### config.mk
export PLATFORM = sky130hd
export DESIGN_NAME = x86_multiply_divide_unit
export DESIGN_NICKNAME = d
export VERILOG_FILES = /design/src/design/mdu_pkg.sv /design/src/design/mdu_prep.sv /design/src/design/mdu_div_stage.sv /design/src/design/mdu_post.sv /design/src/design/x86_multiply_divide_unit.sv
export SDC_FILE = /design/constraint.sdc
export NUM_CORES = 2
export LEC_CHECK = 0
export BUFFER_PORTS_ARGS = -buffer_cell sky130_fd_sc_hd__buf_4
export CORE_AREA = 2 2 395 201
export CTS_BUF_LIST = sky130_fd_sc_hd__clkbuf_4 sky130_fd_sc_hd__clkbuf_8
export CTS_CLUSTER_SIZE = 12
export DETAILED_ROUTE_END_ITERATION = 16
export DIE_AREA = 0 0 397 203
export PLACE_DENSITY = 0.78
export RECOVER_POWER = 50
export SYNTH_ARGS = -nofsm -noshare
export SYNTH_HDL_FRONTEND = slang
export SYNTH_SLANG_ARGS = --single-unit
### constraint.sdc
create_clock -name clk -period 24 [get_ports clk]
set_clock_uncertainty 0.1 [all_clocks]
set_input_delay 4.8 -clock clk [delete_from_list [all_inputs] [get_ports clk]]
set_output_delay 4.8 -clock clk [all_outputs]
set_load 0.03 [all_outputs]
### src/design/mdu_pkg.sv
package mdu_pkg;

  typedef enum logic [1:0] {
    FN_MUL  = 2'd0,
    FN_IMUL = 2'd1,
    FN_DIV  = 2'd2,
    FN_IDIV = 2'd3
  } func_t;

  localparam int unsigned DivSteps = 4;

  typedef struct packed {
    func_t       func;
    logic        word;
    logic [15:0] ax;
    logic [15:0] dx;
    logic        neg_q;
    logic        neg_r;
    logic        err_pre;
    logic [31:0] prod;
  } side_t;

endpackage

### src/design/mdu_prep.sv
module mdu_prep (
  input  logic               clk,
  input  logic               rst_n,
  input  logic               en,
  input  logic               in_valid,
  input  logic [1:0]         in_func,
  input  logic               in_word_size,
  input  logic [15:0]        in_operand,
  input  logic [15:0]        in_ax_in,
  input  logic [15:0]        in_dx_in,
  output logic               valid_r,
  output logic [15:0]        rem_r,
  output logic [15:0]        quo_r,
  output logic [15:0]        dvs_r,
  output mdu_pkg::side_t     side_r,
  output logic signed [16:0] mul_a_r,
  output logic signed [16:0] mul_b_r
);
  import mdu_pkg::*;

  func_t       fn;
  logic        sgn;
  logic        dneg;
  logic        sneg;
  logic [31:0] dd;
  logic [31:0] dd_mag;
  logic [15:0] src;
  logic [15:0] dvs_nxt;
  side_t       side_nxt;
  logic [15:0] acc;

  always_comb begin
    fn   = func_t'(in_func);
    sgn  = (fn == FN_IMUL) || (fn == FN_IDIV);
    src  = in_word_size ? in_operand : {8'h00, in_operand[7:0]};
    acc  = in_word_size ? in_ax_in : {8'h00, in_ax_in[7:0]};
    sneg = sgn && (in_word_size ? in_operand[15] : in_operand[7]);
    dneg = sgn && (in_word_size ? in_dx_in[15] : in_ax_in[15]);
    dd   = in_word_size ? {in_dx_in, in_ax_in} : {16'h0000, in_ax_in};
    if (dneg) begin
      dd_mag = in_word_size ? (32'd0 - dd) : {16'h0000, 16'd0 - in_ax_in};
    end else begin
      dd_mag = dd;
    end
    if (sneg) begin
      dvs_nxt = in_word_size ? (16'd0 - in_operand) : {8'h00, 8'd0 - in_operand[7:0]};
    end else begin
      dvs_nxt = src;
    end
    side_nxt.func    = fn;
    side_nxt.word    = in_word_size;
    side_nxt.ax      = in_ax_in;
    side_nxt.dx      = in_dx_in;
    side_nxt.neg_q   = dneg ^ sneg;
    side_nxt.neg_r   = dneg;
    side_nxt.err_pre = (dvs_nxt == 16'd0) || (dd_mag[31:16] >= dvs_nxt);
    side_nxt.prod    = 32'd0;
  end

  always_ff @(posedge clk) begin
    if (!rst_n) begin
      valid_r <= 1'b0;
    end else if (en) begin
      valid_r <= in_valid;
    end
  end

  always_ff @(posedge clk) begin
    if (en) begin
      rem_r   <= dd_mag[31:16];
      quo_r   <= dd_mag[15:0];
      dvs_r   <= dvs_nxt;
      side_r  <= side_nxt;
      mul_a_r <= (fn == FN_IMUL && !in_word_size) ? {{9{src[7]}}, src[7:0]} :
                 (sgn ? {src[15], src} : {1'b0, src});
      mul_b_r <= (fn == FN_IMUL) ?
                 (in_word_size ? {acc[15], acc} : {{9{acc[7]}}, acc[7:0]}) :
                 {1'b0, acc};
    end
  end

endmodule

### src/design/mdu_div_stage.sv
module mdu_div_stage (
  input  logic           clk,
  input  logic           rst_n,
  input  logic           en,
  input  logic           valid_in,
  input  logic [15:0]    rem_in,
  input  logic [15:0]    quo_in,
  input  logic [15:0]    dvs_in,
  input  mdu_pkg::side_t side_in,
  output logic           valid_r,
  output logic [15:0]    rem_r,
  output logic [15:0]    quo_r,
  output logic [15:0]    dvs_r,
  output mdu_pkg::side_t side_r
);
  import mdu_pkg::*;

  logic [15:0] rem_nxt;
  logic [15:0] quo_nxt;
  logic [16:0] trial;

  // restoring division, one quotient bit per step, quotient shifts into quo
  always_comb begin
    rem_nxt = rem_in;
    quo_nxt = quo_in;
    trial   = 17'd0;
    for (int i = 0; i < DivSteps; i++) begin
      trial   = {rem_nxt, quo_nxt[15]};
      quo_nxt = {quo_nxt[14:0], 1'b0};
      if (trial >= {1'b0, dvs_in}) begin
        trial      = trial - {1'b0, dvs_in};
        quo_nxt[0] = 1'b1;
      end
      rem_nxt = trial[15:0];
    end
  end

  always_ff @(posedge clk) begin
    if (!rst_n) begin
      valid_r <= 1'b0;
    end else if (en) begin
      valid_r <= valid_in;
    end
  end

  always_ff @(posedge clk) begin
    if (en) begin
      rem_r  <= rem_nxt;
      quo_r  <= quo_nxt;
      dvs_r  <= dvs_in;
      side_r <= side_in;
    end
  end

endmodule

### src/design/mdu_post.sv
module mdu_post (
  input  logic           clk,
  input  logic           rst_n,
  input  logic           en,
  input  logic           valid_in,
  input  logic [15:0]    rem_in,
  input  logic [15:0]    quo_in,
  input  mdu_pkg::side_t side_in,
  output logic           out_valid,
  output logic [15:0]    out_ax_out,
  output logic [15:0]    out_dx_out,
  output logic           out_carry_overflow,
  output logic           out_flags_update,
  output logic           out_divide_error
);
  import mdu_pkg::*;

  logic [15:0] ax_nxt;
  logic [15:0] dx_nxt;
  logic        cof_nxt;
  logic        fupd_nxt;
  logic        derr_nxt;
  logic [15:0] q;
  logic [15:0] r;
  logic [31:0] p;
  logic        ovf;

  always_comb begin
    p        = side_in.prod;
    ax_nxt   = side_in.ax;
    dx_nxt   = side_in.dx;
    cof_nxt  = 1'b0;
    fupd_nxt = 1'b0;
    derr_nxt = 1'b0;
    q        = side_in.neg_q ? (16'd0 - quo_in) : quo_in;
    r        = side_in.neg_r ? (16'd0 - rem_in) : rem_in;
    ovf      = 1'b0;
    case (side_in.func)
      FN_MUL: begin
        fupd_nxt = 1'b1;
        cof_nxt  = side_in.word ? (p[31:16] != 16'd0) : (p[15:8] != 8'd0);
      end
      FN_IMUL: begin
        fupd_nxt = 1'b1;
        cof_nxt  = side_in.word ? (p[31:16] != {16{p[15]}}) : (p[15:8] != {8{p[7]}});
      end
      FN_DIV: begin
        ovf = !side_in.word && (quo_in[15:8] != 8'd0);
      end
      FN_IDIV: begin
        if (side_in.word) begin
          ovf = side_in.neg_q ? (quo_in > 16'h8000) : (quo_in > 16'h7FFF);
        end else begin
          ovf = side_in.neg_q ? (quo_in > 16'h0080) : (quo_in > 16'h007F);
        end
      end
      default: begin
        ovf = 1'b0;
      end
    endcase
    if (fupd_nxt) begin
      ax_nxt = p[15:0];
      if (side_in.word) begin
        dx_nxt = p[31:16];
      end
    end else if (side_in.err_pre || ovf) begin
      derr_nxt = 1'b1;
    end else if (side_in.word) begin
      ax_nxt = q;
      dx_nxt = r;
    end else begin
      ax_nxt = {r[7:0], q[7:0]};
    end
  end

  always_ff @(posedge clk) begin
    if (!rst_n) begin
      out_valid <= 1'b0;
    end else if (en) begin
      out_valid <= valid_in;
    end
  end

  always_ff @(posedge clk) begin
    if (en) begin
      out_ax_out         <= ax_nxt;
      out_dx_out         <= dx_nxt;
      out_carry_overflow <= cof_nxt;
      out_flags_update   <= fupd_nxt;
      out_divide_error   <= derr_nxt;
    end
  end

endmodule

### src/design/x86_multiply_divide_unit.sv
// Accept to result valid passes prep, 4 divide stages and result, each registered.
// Throughput: one item per cycle unless stalled; 4 quotient bits retire per stage.
// A stalled output freezes the whole pipeline; no item is lost or repeated.
// Reset: synchronous active-low rst_n clears all stage valid bits.
module x86_multiply_divide_unit (
  input  logic        clk,
  input  logic        rst_n,
  input  logic        in_valid,
  output logic        in_stall,
  input  logic [1:0]  in_func,
  input  logic        in_word_size,
  input  logic [15:0] in_operand,
  input  logic [15:0] in_ax_in,
  input  logic [15:0] in_dx_in,
  output logic        out_valid,
  input  logic        out_stall,
  output logic [15:0] out_ax_out,
  output logic [15:0] out_dx_out,
  output logic        out_carry_overflow,
  output logic        out_flags_update,
  output logic        out_divide_error
);
  import mdu_pkg::*;

  localparam int unsigned NStg = 4;

  logic               en;
  logic               v     [NStg+1];
  logic [15:0]        rem   [NStg+1];
  logic [15:0]        quo   [NStg+1];
  logic [15:0]        dvs   [NStg+1];
  side_t              side  [NStg+1];
  side_t              side0;
  logic signed [16:0] mul_a;
  logic signed [16:0] mul_b;
  logic signed [33:0] prod;

  assign en       = !(out_valid && out_stall);
  assign in_stall = !en;

  mdu_prep u_prep (
    .clk, .rst_n, .en, .in_valid, .in_func, .in_word_size, .in_operand,
    .in_ax_in, .in_dx_in,
    .valid_r(v[0]), .rem_r(rem[0]), .quo_r(quo[0]), .dvs_r(dvs[0]),
    .side_r(side0), .mul_a_r(mul_a), .mul_b_r(mul_b)
  );

  always_comb begin
    prod         = mul_a * mul_b;
    side[0]      = side0;
    side[0].prod = prod[31:0];
  end

  for (genvar g = 0; g < NStg; g++) begin : g_div
    mdu_div_stage u_stage (
      .clk, .rst_n, .en,
      .valid_in(v[g]), .rem_in(rem[g]), .quo_in(quo[g]), .dvs_in(dvs[g]),
      .side_in(side[g]),
      .valid_r(v[g+1]), .rem_r(rem[g+1]), .quo_r(quo[g+1]), .dvs_r(dvs[g+1]),
      .side_r(side[g+1])
    );
  end

  mdu_post u_post (
    .clk, .rst_n, .en,
    .valid_in(v[NStg]), .rem_in(rem[NStg]), .quo_in(quo[NStg]), .side_in(side[NStg]),
    .out_valid, .out_ax_out, .out_dx_out, .out_carry_overflow, .out_flags_update,
    .out_divide_error
  );

`ifndef SYNTHESIS
  a_err_not_mul: assert property (@(posedge clk) disable iff (!rst_n)
    out_valid |-> !(out_flags_update && out_divide_error))
    else $error("divide error on a multiply item");

  a_cof_mul_only: assert property (@(posedge clk) disable iff (!rst_n)
    out_valid && !out_flags_update |-> !out_carry_overflow)
    else $error("carry/overflow set on a divide item");

  a_stall_cause: assert property (@(posedge clk) disable iff (!rst_n)
    in_stall |-> out_valid && out_stall)
    else $error("input stalled without output backpressure");

  a_hold_pipe: assert property (@(posedge clk) disable iff (!rst_n)
    in_stall |=> $stable(v[NStg]) && $stable(quo[NStg]))
    else $error("pipeline advanced during stall");
`endif

endmodule

=== Yosys cells after proc, flatten, opt, wreduce, memory -nomap -nowiden ===
Index checks and enable logic that the tools add are counted.

* Bits in registers: 617
* Input bits: 55
* Output and inout bits: 37

* Add/subtract/negate cells: 22
* Multipliers: 1
* Magnitude comparators: 21
* Equal/unequal tests: 7
* Muxes and demuxes: 63
* Bitwise operators: 1
* Reduce and logical (&&, ||, !) cells: 16

{| class="wikitable"
|+ Operators by type and width
! operator !! count
|-
| 2-to-1 mux 16 bit || 30
|-
| >= comparator 17 x 16 -> 1 bit || 16
|-
| subtractor 16 bit || 16
|-
| 2-to-1 mux 32 bit || 3
|-
| subtractor 1 x 16 -> 16 bit, first input constant || 4
|-
| 2-to-1 mux 17 bit || 3
|-
| multiplier 17 x 17 -> 32 bit || 1
|-
| subtractor 1 x 32 -> 32 bit, first input constant || 1
|-
| 2-to-1 mux 1 bit || 25
|-
| >= comparator 16 bit || 1
|-
| > comparator 16 x 15 -> 1 bit, second input constant || 1
|-
| > comparator 16 bit, second input constant || 1
|-
| > comparator 16 x 7 -> 1 bit, second input constant || 1
|-
| > comparator 16 x 8 -> 1 bit, second input constant || 1
|-
| logical NOT 16 bit || 1
|-
| != test 16 bit || 1
|-
| nonzero test 16 bit || 1
|-
| nonzero test 8 bit || 2
|-
| != test 8 bit || 1
|-
| subtractor 1 x 8 -> 8 bit, first input constant || 1
|-
| equality test 2 bit, second input constant || 3
|-
| logical AND 1 bit || 5
|-
| equality test 2 x 1 -> 1 bit, second input constant || 2
|-
| one-hot mux 1 bit (2 select lines) || 2
|-
| other kinds (5) || 8
|}

=== Longest topological paths before layout ===
* Word-level depth: 8
* Gate-level depth with buffers: 50
* Mapped depth without buffers: 46

=== Cells and area by module ===
From an unflattened synthesis, not the netlist that was laid out.

* Cells, all modules: 4443
* Area, all modules: 48522.8 um^2

{| class="wikitable"
|+ By module, submodules not included
! module !! times used !! cells an instance !! area an instance (um^2) !! sequential area each (um^2)
|-
| mdu_div_stage || 4 || 624 || 7373.3 || 3563.4
|-
| x86_multiply_divide_unit || 1 || 1207 || 10712.8 || 0.0
|-
| mdu_prep || 1 || 459 || 5585.4 || 3323.2
|-
| mdu_post || 1 || 281 || 2731.4 || 1071.0
|}

=== Worst setup path before layout ===
No wires, ideal clock.

* Path type: input port to output port
* Start: in out_stall
* End: out in_stall
* Arrival time: 21191 ps
* Required time: 19100 ps
* Path slack: -2091 ps
* Stages on the path: 2
* Buffers on the path: 0
* Path through: nand2_1 inv_1

* Cells in the longest elaborated chain, start to end: 1

{| class="wikitable"
|+ Ends and longest elaborated chain
! item !! line !! RTL
|-
| from (decl) || x86_multiply_divide_unit.sv:16 || <nowiki>input logic out_stall,</nowiki>
|-
| logical AND 1 bit || x86_multiply_divide_unit.sv:38 || <nowiki>assign en = !(out_valid && out_stall);</nowiki>
|-
| to (decl) || x86_multiply_divide_unit.sv:9 || <nowiki>output logic in_stall,</nowiki>
|}

No other way between the ends.

=== Final worst setup path ===
Same ends and word-level chain as after synthesis.

==> run summary <==
Area of the multi-input gates = 0.02578 mm^2
Failing checks = capacitance limit, slew limit
Via density per instance = 5.912
Setup CP Type = in2out
Yosys reg bits = 604
Die area = 0.08059 mm^2
WL final = 110.2 mm
# fillers = 5,899
IO buf count = 91
CTS tree = yes
Max Slew Vio Count = 317
Yosys cell types = 82
First-pass GRT wire length = 176.1 mm
Fin util = 0.6426
Most used flip-flop cell after synthesis = edfxtp_1
Syn_nets = 4,957
Total I/O pin count = 92
Dpl hpwl = 85.80 mm
TritonCTS Sinks = 604
Layout cells sized above 1 = 0.08439
RSZ-0062 raised after global routing = no
# hold bufs at CTS = 0
Vias in the first global route = 32,560
Gate Count Post-Synth = 4,246
CP startpoint kind = input port
CTS Buf Count = 85
Worst Path Max Fanout = 102
Largest net degree at the start of global routing = 203
Max Clock Freq = 73.05 MHz
# resized after CTS = 0
DR iter-0 viols = 2,753
Setup TNS = 0 ns
# rows = 72
Hold Path Class = reg2reg
WP data arrival = 8.79 ns
Status = finished with violations
Asr flop ratio synth = 0
GP Congestion = 0.9362
Clock Tree Buf Depth = 3
Clock Latency Late Sink = 0.73 ns
Clock root buffer = clkbuf_8
Final hold viol count = 0
Pre-antenna DRT Iters = 8
Post-synthesis average cell area = 10.86 um^2
Maxcap violations = 5
Layout Area Growth over Synthesis = 7.131%
H-tree levels = 3
Layout net count = 5,055
Number of setup violations in the final report = 0
Die span in y = 203 um
Post-Syn Area = 0.04610 mm^2
Die width = 397 um
Final period util = 0.5704
Placeable core area = 0.07684 mm^2
Post-route minimum period = 13.69 ns
Worst-path clk slew = 0.06 ns
Setup crit end kind = output port
Residual DRC = 0
Gr ovfl total = 0
Initial antenna violation count = 4
Data required time of the critical path = 19.10 ns
Synth warn = 0
Max_slew headroom = -1.720
Global Route Usage Sum = 0.2794
Starting Density = 0.5999
Worst Tran Pin Value = 4.080 ns
Number of synthesized flops with an enable pin = 598
Setup bufs post-CTS = 0
Routed Antenna Nets = 0
WL/cell = 20.24 um
Via count = 32,200
Reg area = 0.01808 mm^2
WHS = 0.2959 ns
Seq/Total Area, Yosys = 0.3922
-- worst max-delay path, stage by stage --
cell,delay (ns)
clkbuf_4,0.11
nand2_1,2.79
inv_1,0.66
buf_4,0.42
-- cells by family (layout without fill, tap and decap cells) --
logic type / Yosys count / in the layout / synth area share
AND/OR/NAND/NOR: 1083 / 1083 / 0.1142
AO/OA/AOI/OAI: 823 / 823 / 0.1144
adder cells (fa/ha/maj): 656 / 656 / 0.2266
flip-flops: 604 / 604 / 0.3922
buffers and inverters: 589 / 751 / 0.04875
XOR/XNOR: 286 / 286 / 0.05434
multiplexers: 205 / 205 / 0.04951
other: 0 / 2 / 0
-- synth_stat cells, types with 96 or more instances --
master      n  area share
xnor2_1   180       0.034
edfxtp_1  598        0.39
mux2_2    141       0.034
ha_1      358       0.097
xor2_1    106       0.020
nand2_1   340       0.028
a21o_1     96       0.016
and2_1    141       0.019
nor2_1    230       0.019
a21oi_1   243       0.026
inv_1     490       0.040
fa_1      298        0.13
o21ai_0   199       0.022
-- area by class of cell --
cell class | count | area share
antenna | 2 | 0.0001013
sequential | 604 | 0.3661
clock buffer | 113 | 0.02807
clock inverter | 38 | 0.007221
multi-input combinational | 3053 | 0.5220
timing repair buffer | 108 | 0.01287
tap | 1036 | 0.02625
inverter | 492 | 0.03740
-- state kept, by name, summed over array words and instances, names as in the netlist --
signal                     cells
g_div.u_stage.dvs_r           48
u_prep.side_r                 30
u_post.out_carry_overflow      1
u_post.out_valid               1
u_prep.valid_r                 1
u_prep.mul_b_r                17
g_div.u_stage.valid_r          4
u_post.out_dx_out             16
g_div.u_stage.quo_r           61
u_prep.dvs_r                  15
u_prep.mul_a_r                17
u_post.out_ax_out             16
u_post.out_flags_update        1
u_post.out_divide_error        1
u_prep.rem_r                  16
u_prep.quo_r                  15
g_div.u_stage.rem_r           64
g_div.u_stage.side_r         280
-- per-stage QoR --
stage / worst slack [ns] / cell area, um^2 / cells
final: 10.31 / 49380 / 5446
after global routing: 9.650 / 49380 / 5444
after CTS: 11.17 / 49600 / 5444
after detailed placement: 11.24 / 47860 / 5293
after global placement: 11.28 / 47860 / 5293
after floorplan: 4.990 / 46100 / 4246
-- worst paths after layout --
kind                                            startpoint                         end  slack [ns]  depth (start not counted)
worst max-delay path                             out_stall                    in_stall       10.31                          4
worst min-delay path            g_div[1].u_stage.side_r[3]  g_div[2].u_stage.side_r[3]        0.30                          0
worst max register to register           u_prep.mul_a_r[0]  g_div[0].u_stage.rem_r[14]       10.70                         43
worst min register to register  g_div[1].u_stage.side_r[3]  g_div[2].u_stage.side_r[3]        0.30                          0
-- placed cells by master (no fill, tap or decap), types with 38 or more instances in the layout --
master,count
o21a_1,47
nand4_1,52
clkbuf_8,86
nand2b_1,55
mux2_2,135
fa_1,298
edfxtp_1,598
buf_4,56
nor2_1,231
a21o_1,96
clkbuf_1,50
xnor2_1,180
nand2_1,340
o21ai_0,198
nand3_1,58
inv_1,490
nor2b_1,38
ha_1,358
mux2i_1,48
a21oi_1,243
xor2_1,106
nor3_1,54
and2_1,137
-- routing by layer --
layer / vias to the layer above / routed length, um / global-route usage
met3: 213 / 6731 / 0.03812
met4: 0 / 3855 / 0.09927
met1: 15830 / 48470 / 0.3884
met2: 1018 / 51160 / 0.4522
li1: 15130 / - / -
met5: - / 0 / 0
Power is not shown: default switching activity piles up to over one toggle a cycle in this logic, so the estimate is an artifact.
